File: src/hw/rtl/u8u16_pkg.sv
// ----------------------------------------------------------------------------
// u8u16_pkg
// Shared types and constants for the UTF-8 to UTF-16 stream decoder.
// ----------------------------------------------------------------------------
package u8u16_pkg;

    // width of the running unit counter
    localparam int COUNT_BITS = 16;
    // width used for counter and capacity compares
    localparam int CMP_W = ((COUNT_BITS > 16) ? COUNT_BITS : 16) + 2;

    localparam int ACC_W   = 21;
    localparam int UNIT_W  = 16;
    localparam int TOTAL_W = 16;
    localparam int CAP_W   = 16;

    localparam logic [COUNT_BITS-1:0] COUNT_MAX = '1;
    localparam logic [TOTAL_W-1:0]    TOTAL_MAX = '1;

    localparam logic [ACC_W-1:0]  BMP_LIMIT   = 21'h010000;
    localparam logic [ACC_W-1:0]  CODE_LIMIT  = 21'h110000;
    localparam logic [UNIT_W-1:0] HI_SURR     = 16'hD800;
    localparam logic [UNIT_W-1:0] LO_SURR     = 16'hDC00;
    localparam logic [UNIT_W-1:0] REPLACEMENT = 16'hFFFD;

    // result kinds
    localparam logic KIND_UNIT    = 1'b0;
    localparam logic KIND_SUMMARY = 1'b1;

    typedef struct packed {
        logic [UNIT_W-1:0]  code_unit;
        logic               kind;
        logic [TOTAL_W-1:0] unit_total;
        logic               overflow;
        logic               last;
    } result_t;

    // up to two results caused by one byte
    typedef struct packed {
        logic [1:0] count;
        result_t    first;
        result_t    second;
    } result_pair_t;

endpackage

File: src/hw/rtl/u8u16_decode.sv
// ----------------------------------------------------------------------------
// u8u16_decode
// Per-byte decode step: holds the running sequence state and unit count,
// and forms the zero, one or two results caused by one byte.
// ----------------------------------------------------------------------------
module u8u16_decode
(
    input  logic                          clk,
    input  logic                          rst_n,
    input  logic                          step,
    input  logic [7:0]                    in_byte,
    input  logic [u8u16_pkg::CAP_W-1:0]   capacity,
    output u8u16_pkg::result_pair_t       results
);

    logic [u8u16_pkg::ACC_W-1:0]      accum_reg, accum_next;
    logic [1:0]                       pend_reg, pend_next;
    logic                             in_seq_reg, in_seq_next;
    logic [u8u16_pkg::COUNT_BITS-1:0] count_reg, count_next;
    logic                             ovf_reg, ovf_next;

    always_ff @(posedge clk or negedge rst_n)
    begin
        if (!rst_n)
        begin
            accum_reg  <= '0;
            pend_reg   <= '0;
            in_seq_reg <= 1'b0;
            count_reg  <= '0;
            ovf_reg    <= 1'b0;
        end
        else if (step)
        begin
            accum_reg  <= accum_next;
            pend_reg   <= pend_next;
            in_seq_reg <= in_seq_next;
            count_reg  <= count_next;
            ovf_reg    <= ovf_next;
        end
    end

    logic                             do_emit;
    logic                             do_pair;
    logic [u8u16_pkg::UNIT_W-1:0]     unit_a;
    logic [u8u16_pkg::UNIT_W-1:0]     unit_b;
    logic                             lead_ok;
    logic [1:0]                       lead_pend;
    logic [u8u16_pkg::ACC_W-1:0]      lead_bits;
    logic [u8u16_pkg::ACC_W-1:0]      cont_acc;
    logic [u8u16_pkg::ACC_W-1:0]      supp;
    logic [u8u16_pkg::CMP_W-1:0]      count_ext;
    logic [u8u16_pkg::CMP_W-1:0]      cap_ext;
    logic [u8u16_pkg::CMP_W-1:0]      inc_ext;
    logic [u8u16_pkg::CMP_W-1:0]      sum_ext;
    logic [u8u16_pkg::COUNT_BITS-1:0] count_sat;
    logic                             no_room;
    logic [u8u16_pkg::TOTAL_W-1:0]    total;

    always_comb
    begin
        accum_next  = accum_reg;
        pend_next   = pend_reg;
        in_seq_next = in_seq_reg;
        count_next  = count_reg;
        ovf_next    = ovf_reg;
        results     = '0;
        do_emit     = 1'b0;
        do_pair     = 1'b0;
        unit_a      = '0;
        unit_b      = '0;
        lead_ok     = 1'b1;
        lead_pend   = 2'd0;
        lead_bits   = '0;
        supp        = '0;

        cont_acc = {accum_reg[u8u16_pkg::ACC_W-7:0], in_byte[5:0]};

        count_ext = u8u16_pkg::CMP_W'(count_reg);
        cap_ext   = u8u16_pkg::CMP_W'(capacity);
        if (count_ext > u8u16_pkg::CMP_W'(u8u16_pkg::TOTAL_MAX))
            total = u8u16_pkg::TOTAL_MAX;
        else
            total = u8u16_pkg::TOTAL_W'(count_ext);

        // lead byte class
        if (!in_byte[5])
        begin
            lead_pend = 2'd1;
            lead_bits = u8u16_pkg::ACC_W'(in_byte[4:0]);
        end
        else if (!in_byte[4])
        begin
            lead_pend = 2'd2;
            lead_bits = u8u16_pkg::ACC_W'(in_byte[3:0]);
        end
        else if (!in_byte[3])
        begin
            lead_pend = 2'd3;
            lead_bits = u8u16_pkg::ACC_W'(in_byte[2:0]);
        end
        else
        begin
            lead_ok = 1'b0;
        end

        if (in_byte == 8'd0)
        begin
            // terminator: summary and clear per-string state
            results.count             = 2'd1;
            results.first.kind        = u8u16_pkg::KIND_SUMMARY;
            results.first.unit_total  = ovf_reg ? '0 : total;
            results.first.overflow    = ovf_reg;
            results.first.last        = 1'b1;
            accum_next  = '0;
            pend_next   = '0;
            in_seq_next = 1'b0;
            count_next  = '0;
            ovf_next    = 1'b0;
        end
        else if (!in_byte[7])
        begin
            accum_next  = '0;
            pend_next   = '0;
            in_seq_next = 1'b0;
            do_emit     = 1'b1;
            unit_a      = u8u16_pkg::UNIT_W'(in_byte);
        end
        else if (in_byte[6])
        begin
            if (lead_ok)
            begin
                // lead interrupting a sequence flushes the partial value
                if (in_seq_reg && pend_reg != 2'd0)
                begin
                    do_emit = 1'b1;
                    unit_a  = accum_reg[u8u16_pkg::UNIT_W-1:0];
                end
                accum_next  = lead_bits;
                pend_next   = lead_pend;
                in_seq_next = 1'b1;
            end
        end
        else if (in_seq_reg && pend_reg != 2'd0)
        begin
            accum_next = cont_acc;
            pend_next  = pend_reg - 2'd1;
            if (pend_reg == 2'd1)
            begin
                accum_next  = '0;
                in_seq_next = 1'b0;
                do_emit     = 1'b1;
                if (cont_acc < u8u16_pkg::BMP_LIMIT)
                begin
                    unit_a = cont_acc[u8u16_pkg::UNIT_W-1:0];
                end
                else if (cont_acc < u8u16_pkg::CODE_LIMIT)
                begin
                    supp    = cont_acc - u8u16_pkg::BMP_LIMIT;
                    do_pair = 1'b1;
                    unit_a  = u8u16_pkg::HI_SURR | u8u16_pkg::UNIT_W'(supp[19:10]);
                    unit_b  = u8u16_pkg::LO_SURR | u8u16_pkg::UNIT_W'(supp[9:0]);
                end
                else
                begin
                    unit_a = u8u16_pkg::REPLACEMENT;
                end
            end
        end

        // unit emission against capacity
        inc_ext = do_pair ? u8u16_pkg::CMP_W'(2) : u8u16_pkg::CMP_W'(1);
        sum_ext = count_ext + inc_ext;
        if (sum_ext > u8u16_pkg::CMP_W'(u8u16_pkg::COUNT_MAX))
            count_sat = u8u16_pkg::COUNT_MAX;
        else
            count_sat = sum_ext[u8u16_pkg::COUNT_BITS-1:0];
        no_room = ovf_reg || (sum_ext > cap_ext);

        if (do_emit)
        begin
            if (capacity == '0)
            begin
                count_next = count_sat;
            end
            else if (no_room)
            begin
                ovf_next = 1'b1;
            end
            else
            begin
                count_next              = count_sat;
                results.count           = do_pair ? 2'd2 : 2'd1;
                results.first.code_unit = unit_a;
                results.first.kind      = u8u16_pkg::KIND_UNIT;
                results.first.last      = !do_pair;
                results.second.code_unit = unit_b;
                results.second.kind     = u8u16_pkg::KIND_UNIT;
                results.second.last     = 1'b1;
            end
        end
    end

endmodule

File: src/hw/rtl/utf8_to_utf16_stream.sv
// ----------------------------------------------------------------------------
// utf8_to_utf16_stream
// Streaming UTF-8 to UTF-16 decoder with surrogate pairs and end-of-string
// summary.
//
//  channel  | dir | fields
//  ---------+-----+-----------------------------------------------------------
//  s_axis   | in  | tdata[7:0] in_byte
//  m_axis   | out | tdata code_unit, unit_total, overflow; tuser kind; tlast
//  cfg      | in  | cfg_we / cfg_wdata: out_capacity
//
// one byte per cycle through an input register and a result register while
// the output accepts; a byte yielding a surrogate pair holds the result
// register until both units are handed over. a byte passes the input register
// and then the result register before its first output transaction. a byte
// waits in the input register until the result register is empty or hands
// over its last result in the same cycle; reset clears control and decode
// state (not the data registers) and sets capacity to zero (count-only).
// ----------------------------------------------------------------------------
module utf8_to_utf16_stream
(
    input  logic                        clk,
    input  logic                        rst_n,
    input  logic                        cfg_we,
    input  logic [u8u16_pkg::CAP_W-1:0] cfg_wdata,
    input  logic                        s_axis_tvalid,
    output logic                        s_axis_tready,
    input  logic [7:0]                  s_axis_tdata,   // [7:0] in_byte
    output logic                        m_axis_tvalid,
    input  logic                        m_axis_tready,
    // [15:0] code_unit, [31:16] unit_total, [32] overflow, [39:33] zero
    output logic [39:0]                 m_axis_tdata,
    output logic [0:0]                  m_axis_tuser,   // [0] kind
    output logic                        m_axis_tlast
);

    logic [u8u16_pkg::CAP_W-1:0] cap_reg;
    logic                        in_valid_reg, in_valid_next;
    logic [7:0]                  in_byte_reg;
    logic [1:0]                  res_cnt_reg, res_cnt_next;
    u8u16_pkg::result_t          res0_reg, res0_next;
    u8u16_pkg::result_t          res1_reg, res1_next;
    u8u16_pkg::result_pair_t     dec;
    logic                        pop;
    logic                        res_free;
    logic                        proc;
    logic                        in_take;

    assign pop      = (res_cnt_reg != 2'd0) && m_axis_tready;
    assign res_free = (res_cnt_reg == 2'd0) || (res_cnt_reg == 2'd1 && pop);
    assign proc     = in_valid_reg && res_free;
    assign s_axis_tready = !in_valid_reg || proc;
    assign in_take  = s_axis_tvalid && s_axis_tready;

    u8u16_decode u_decode
    (
        .clk      (clk),
        .rst_n    (rst_n),
        .step     (proc),
        .in_byte  (in_byte_reg),
        .capacity (cap_reg),
        .results  (dec)
    );

    always_ff @(posedge clk or negedge rst_n)
    begin
        if (!rst_n)
            cap_reg <= '0;
        else if (cfg_we)
            cap_reg <= cfg_wdata;
    end

    always_comb
    begin
        in_valid_next = in_valid_reg;
        if (in_take)
            in_valid_next = 1'b1;
        else if (proc)
            in_valid_next = 1'b0;

        res_cnt_next = res_cnt_reg;
        res0_next    = res0_reg;
        res1_next    = res1_reg;
        if (pop)
        begin
            res_cnt_next = res_cnt_reg - 2'd1;
            res0_next    = res1_reg;
        end
        if (proc && dec.count != 2'd0)
        begin
            res_cnt_next = dec.count;
            res0_next    = dec.first;
            res1_next    = dec.second;
        end
    end

    always_ff @(posedge clk or negedge rst_n)
    begin
        if (!rst_n)
        begin
            in_valid_reg <= 1'b0;
            res_cnt_reg  <= 2'd0;
        end
        else
        begin
            in_valid_reg <= in_valid_next;
            res_cnt_reg  <= res_cnt_next;
        end
    end

    always_ff @(posedge clk)
    begin
        if (in_take)
            in_byte_reg <= s_axis_tdata;
        res0_reg <= res0_next;
        res1_reg <= res1_next;
    end

    assign m_axis_tvalid = (res_cnt_reg != 2'd0);
    assign m_axis_tdata  = {7'd0, res0_reg.overflow, res0_reg.unit_total,
                            res0_reg.code_unit};
    assign m_axis_tuser  = res0_reg.kind;
    assign m_axis_tlast  = res0_reg.last;

`ifndef NO_ASSERTIONS
    // result register holds at most a surrogate pair
    a_res_cnt_range: assert property (@(posedge clk) disable iff (!rst_n)
        res_cnt_reg != 2'd3)
        else $error("result count out of range");

    // the first of two pending results is never the last one
    a_pair_not_last: assert property (@(posedge clk) disable iff (!rst_n)
        (res_cnt_reg == 2'd2) |-> !m_axis_tlast)
        else $error("first unit of a pair marked last");

    // no decode step while a result transaction is still stalled
    a_no_overwrite: assert property (@(posedge clk) disable iff (!rst_n)
        (res_cnt_reg != 2'd0 && !m_axis_tready) |-> !proc)
        else $error("decode step over a stalled result");

    // input stalls only while a byte is held
    a_stall_held: assert property (@(posedge clk) disable iff (!rst_n)
        !s_axis_tready |-> in_valid_reg)
        else $error("input stalled with empty input register");

    // a pair is delivered in order: second transaction ends the byte
    a_pair_second_last: assert property (@(posedge clk) disable iff (!rst_n)
        (res_cnt_reg == 2'd2 && m_axis_tready) |=> (m_axis_tvalid && m_axis_tlast))
        else $error("second unit of a pair missing or not last");
`endif

endmodule
File: config.mk
export PLATFORM = sky130hd
export DESIGN_NAME = utf8_to_utf16_stream
export DESIGN_NICKNAME = d
export VERILOG_FILES = /design/src/hw/rtl/u8u16_pkg.sv /design/src/hw/rtl/u8u16_decode.sv /design/src/hw/rtl/utf8_to_utf16_stream.sv
export SDC_FILE = /design/constraint.sdc
export NUM_CORES = 1
export LEC_CHECK = 0
export ABC_AREA = 1
export BUFFER_PORTS_ARGS = -buffer_cell sky130_fd_sc_hd__buf_2
export CORE_ASPECT_RATIO = 0.9
export CORE_MARGIN = 5
export CORE_UTILIZATION = 40
export DETAILED_ROUTE_END_ITERATION = 10
export GPL_TIMING_DRIVEN = 1
export SLEW_MARGIN = 30
export SYNTH_ARGS = -nofsm -noshare
export SYNTH_HDL_FRONTEND = slang
export SYNTH_SLANG_ARGS = --single-unit
File: constraint.sdc
create_clock -name clk -period 13.9 [get_ports clk]
set_clock_uncertainty 0.05 [all_clocks]
set_input_delay 2.78 -clock clk [delete_from_list [all_inputs] [get_ports clk]]
set_output_delay 2.78 -clock clk [all_outputs]
set_load 0.01 [all_outputs]
=== Word-level counts from Yosys, hierarchy flattened ===
Cells that the tools add are included.

* Reduce and logical (&&, ||, !) cells: 24
* $lt $le $gt $ge: 4
* $add $sub $neg: 4
* Equality and inequality tests: 5
* Mux-type cells: 83
* Bitwise operators: 5

{| class="wikitable"
|+ Operator list
! cell !! count
|-
| 16-bit two-way mux || 28
|-
| 19-bit two-way mux || 4
|-
| 35-bit two-way mux || 2
|-
| 18-bit two-way mux || 3
|-
| 1-bit two-way mux || 31
|-
| 2-bit two-way mux || 12
|-
| 21-bit by 17-bit less-than comparator with 1-bit output, second input constant || 1
|-
| 21-bit less-than comparator, second input constant || 1
|-
| 20-bit by 17-bit subtractor with 20-bit output, second input constant || 1
|-
| 16-bit by 18-bit adder with 18-bit output || 1
|-
| 18-bit by 16-bit > comparator with 1-bit output || 1
|-
| 18-bit by 16-bit > comparator with 1-bit output, second input constant || 1
|-
| 16-bit zero test || 1
|-
| 14-bit two-way mux || 1
|-
| 4-bit by 2-bit != test with 1-bit output, second input constant || 3
|-
| 2-bit nonzero test || 5
|-
| 10-bit OR reduction || 1
|-
| 9-bit OR reduction || 1
|-
| 8-bit zero test || 1
|-
| 1-bit logical AND || 6
|-
| 1-bit inverter || 5
|-
| 2-bit by 1-bit == test with 1-bit output, second input constant || 2
|-
| 4-bit two-way mux || 1
|-
| 4-bit AND reduction || 1
|-
| other kinds (7) || 11
|}

* Input port bits: 29
* Logic and storage cells: 143
* Register bits: 116
* Output and inout bits: 44

=== Longest topological paths before layout ===
* Depth after elaboration: 18
* Gate-level depth with buffers: 33
* Mapped depth without buffers: 32

=== Cells and area by module ===
Synthesis repeated with hierarchy kept, for this count alone.

* Cell total of the unflattened synthesis: 842
* Area, all modules: 7,528.5 µm²

{| class="wikitable"
|+ Modules (own cells, without submodules)
! module !! sequential area each (µm²) !! instances !! cells each !! area each (µm²)
|-
| u8u16_decode || 900.9 || 1 || 574 || 3,846.2
|-
| utf8_to_utf16_stream || 2,817.7 || 1 || 268 || 3,682.3
|}

=== Worst setup path before layout ===
Ideal clock, no wire load.

* Path type: input to output
* From: in m_axis_tready
* To: out s_axis_tready
* Path slack: 7,961 ps
* Buffers on the path: 0
* Data arrival time: 3,109 ps
* Cell stages on the path: 2
* Cell sequence: a21oi_1 nand2_1

* Cells in the longest elaborated chain, start to end: 5

{| class="wikitable"
|+ RTL lines
! what !! line !! source
|-
| start: declaration || utf8_to_utf16_stream.sv:30 || <nowiki>input logic m_axis_tready,</nowiki>
|-
| 1-bit logical AND || utf8_to_utf16_stream.sv:49 || <nowiki>assign pop = (res_cnt_reg != 2'd0) && m_axis_tready;</nowiki>
|-
| 1-bit logical AND || utf8_to_utf16_stream.sv:50 || <nowiki>assign res_free = (res_cnt_reg == 2'd0) || (res_cnt_reg == 2'd1 && pop);</nowiki>
|-
| 1-bit logical OR || utf8_to_utf16_stream.sv:50 ||
|-
| 1-bit logical AND || utf8_to_utf16_stream.sv:51 || <nowiki>assign proc = in_valid_reg && res_free;</nowiki>
|-
| 1-bit logical OR || utf8_to_utf16_stream.sv:52 || <nowiki>assign s_axis_tready = !in_valid_reg || proc;</nowiki>
|-
| end: declaration || utf8_to_utf16_stream.sv:27 || <nowiki>output logic s_axis_tready,</nowiki>
|}

No other way between the ends.

=== Worst setup path in the final report ===
Same ends and word-level chain as after synthesis.

==> impl_metrics.env <==
export IMPL_hp_class="reg2reg"
export IMPL_drv_slew=0
export IMPL_fp_dieW_um=141
export IMPL_ys_seq_area_share_pct=49.4
export IMPL_wl_met1_um=7350
export IMPL_route_met2_wl_um=6030
export IMPL_antenna_cells=0
export IMPL_ys_seq_elements=110
export IMPL_cts_setup_buffers=0
export IMPL_mappedNetlistArea_sq_mm=0.00613
export IMPL_layout_commonest_cell="nand2_1"
export IMPL_period_share_pct=45.5
export IMPL_syn_area_per_cell_sq_um=8.61
export IMPL_synthAdderAreaFrac_pct=5.02
export IMPL_swShare_pct=42.8
export IMPL_hold_viol=0
export IMPL_p_int_mw=0.806
export IMPL_worstPathArrival_ns=3.50
export IMPL_fp_coreArea_sq_mm=0.0152
export IMPL_drc_errors=0
export IMPL_cts_buffers=9
export IMPL_reg2reg_setup_slack_ns=8.40
export IMPL_dieHeight_um=127
export IMPL_synth_cell_type_count=44
export IMPL_cp_end_kind="output pin"
export IMPL_port_buffers=65
export IMPL_synthMuxAreaShare_pct=0.184
export IMPL_dp_hpwl_um=11000
export IMPL_fin_cells=977
export IMPL_max_cap_violations=0
export IMPL_via_per_inst=5.01
export IMPL_syn_inst=712
export IMPL_timing_setup_tns_ns=0
export IMPL_wl_per_cell_um=15.1
export IMPL_highest_layer="met4"
export IMPL_ir_drop_mv=0.0829
export IMPL_vias=4895
export IMPL_grt_pass1_vias=4623
export IMPL_ant_nets=0
export IMPL_cp_max_fo=3
export IMPL_gp_congestion=0.919
export IMPL_cp_required_ns=11.07
export IMPL_switching_power_mw=0.604
export IMPL_synth_top_family_by_area="simple AND/OR/NAND/NOR gates"
export IMPL_setup_violations=0
export IMPL_start_kind="input pin"
export IMPL_largest_register_ff_count=33
export IMPL_synth_compound_area_share_pct=9.78
export IMPL_slew_headroom_pct=45.7
export IMPL_seqPwrFrac_pct=37.9
export IMPL_cts_resized=0
export IMPL_num_io_pins=73
export IMPL_grtUsageTotal_pct=16.8
export IMPL_htree_levels=3
export IMPL_clkSinkCount=110
export IMPL_initial_utilization_pct=40.3
export IMPL_synth_simple_area_share_pct=24.4
export IMPL_layout_common_cells="nand2_1, inv_1, buf_2"
export IMPL_grt_pass1_wl_um=24300
export IMPL_dieArea_sq_mm=0.0179
export IMPL_powerDensity_mw_per_mm2=204
export IMPL_fmax_mhz=158
export IMPL_antenna_found_initial=0
export IMPL_rsz0062_at_grt="no"
export IMPL_synthXorXnorAreaFrac_pct=1.71
export IMPL_path_clk_slew_ns=0.07
export IMPL_cts_hold_buf=0
export IMPL_max_slew_worst_pin_slew_ns=0.814
export IMPL_clk_path_buf_depth=2
export IMPL_yosys_warnings=0
export IMPL_drtIter0Drc=511
export IMPL_clock_latency_ns=0.35
export IMPL_dpl_cell_count=960
export IMPL_clock_root_buffer="clkbuf_16"
export IMPL_p_leak_nw=3.26
export IMPL_firstDrtPassIters=5
export IMPL_wirelength_um=14800
export IMPL_drive_gt1_share_pct=15.7
export IMPL_placement_rows=43
export IMPL_outcome="finished, final reports clean"
export IMPL_overflow=0
export IMPL_period_minus_slack_ns=6.33
export IMPL_crit_type="in2out"
export IMPL_layout_nets=823
export IMPL_syn_to_final_growth_pct=12.7
export IMPL_met3_length_um=1210
export IMPL_cts_tree="done"
export IMPL_combPwrFrac_pct=42.9
export IMPL_power_share_clock_pct=19.2
export IMPL_grt_max_degree=56
==> cells in the mapped netlist, drive strengths merged <==
master / number / area [sq um]
buf: 17 / 120
nor4: 2 / 12.5
edfxtp: 55 / 1650
a22oi: 3 / 22.5
o21ai: 59 / 295
a221oi: 2 / 23.8
xor2: 11 / 96.3
nand3b: 1 / 7.51
inv: 112 / 420
nand4: 20 / 125
nor3: 8 / 40.0
ha: 23 / 288
nand2: 170 / 706
mux2: 1 / 11.3
o221ai: 3 / 26.3
a21o: 2 / 15.0
a21oi: 16 / 91.3
dfrtp: 55 / 1380
conb: 1 / 3.75
clkbuf: 11 / 41.3
o31ai: 5 / 42.5
fa: 1 / 20.0
nand3: 55 / 298
nor2: 67 / 305
o211ai: 3 / 27.5
o22ai: 6 / 37.5
a32oi: 1 / 8.76
o2111ai: 1 / 8.76
xnor2: 1 / 8.76
==> through the flow <==
stage / total power [mW] / util [%] / hold slack [ns] / instance area [sq um] / setup slack [ns]
after global placement: 1.12 / 43.3 / 0.419 / 6590 / 7.55
final: 1.41 / 45.4 / 0.452 / 6910 / 7.57
after floorplan: 0.964 / - / 0.403 / 6150 / 7.96
after global routing: 1.53 / 45.4 / 0.495 / 6910 / 7.52
after CTS: 1.41 / 45.4 / 0.457 / 6910 / 7.54
after detailed placement: 1.14 / 43.3 / 0.440 / 6590 / 7.54
==> worst max-delay path, cell delays in order <==
cell	delay, ns
buf_2	0.11
a21oi_1	0.26
nand2_1	0.17
buf_2	0.17
==> power groups by stage <==
stage               Clock (mW)  Combinational, mW  Sequential (mW)
finish                   0.271              0.604            0.534
global route             0.292              0.688            0.546
CTS                      0.277              0.602            0.532
detailed placement           0              0.597            0.539
global placement             0              0.583            0.537
floorplan                    0              0.427            0.537
==> layout make-up <==
type	count	area, sq um
flip-flops and latches	110	3030
multi-input cells	468	2540
fillers	1488	8310
inverters	112	420
repair buffers	69	353
clock buffers	9	225
well taps	202	253
clock inverters	7	88.8
==> logic make-up after synthesis <==
kind of cell / after synthesis
AOI/OAI and AO/OA: 101
xor gates and xnor gates: 12
adders and majority gates: 24
buffers and inverters: 140
DFF: 110
muxes: 1
other: 1
and+or+nand+nor: 323
==> worst paths after layout <==
kind	startpoint	endpoint	cells past startpoint
min in group asynchronous	rst_n	cap_reg[14]	2
setup reg to reg	u_decode.pend_reg[0]	m_axis_tdata[10]	26
setup / recovery	m_axis_tready	s_axis_tready	4
max in group asynchronous	rst_n	res_cnt_reg[1]	2
hold reg to reg	u_decode.in_seq_reg	u_decode.in_seq_reg	2
hold / removal	u_decode.in_seq_reg	u_decode.in_seq_reg	2
==> per-layer routing <==
layer / vias up / track usage, %
met4: 0 / 4.96
met3: 19 / 3.29
met5: - / 0
li1: 2448 / -
met2: 202 / 23.5
met1: 2226 / 26.1
Note: power is estimated with default switching activity, not from simulation.
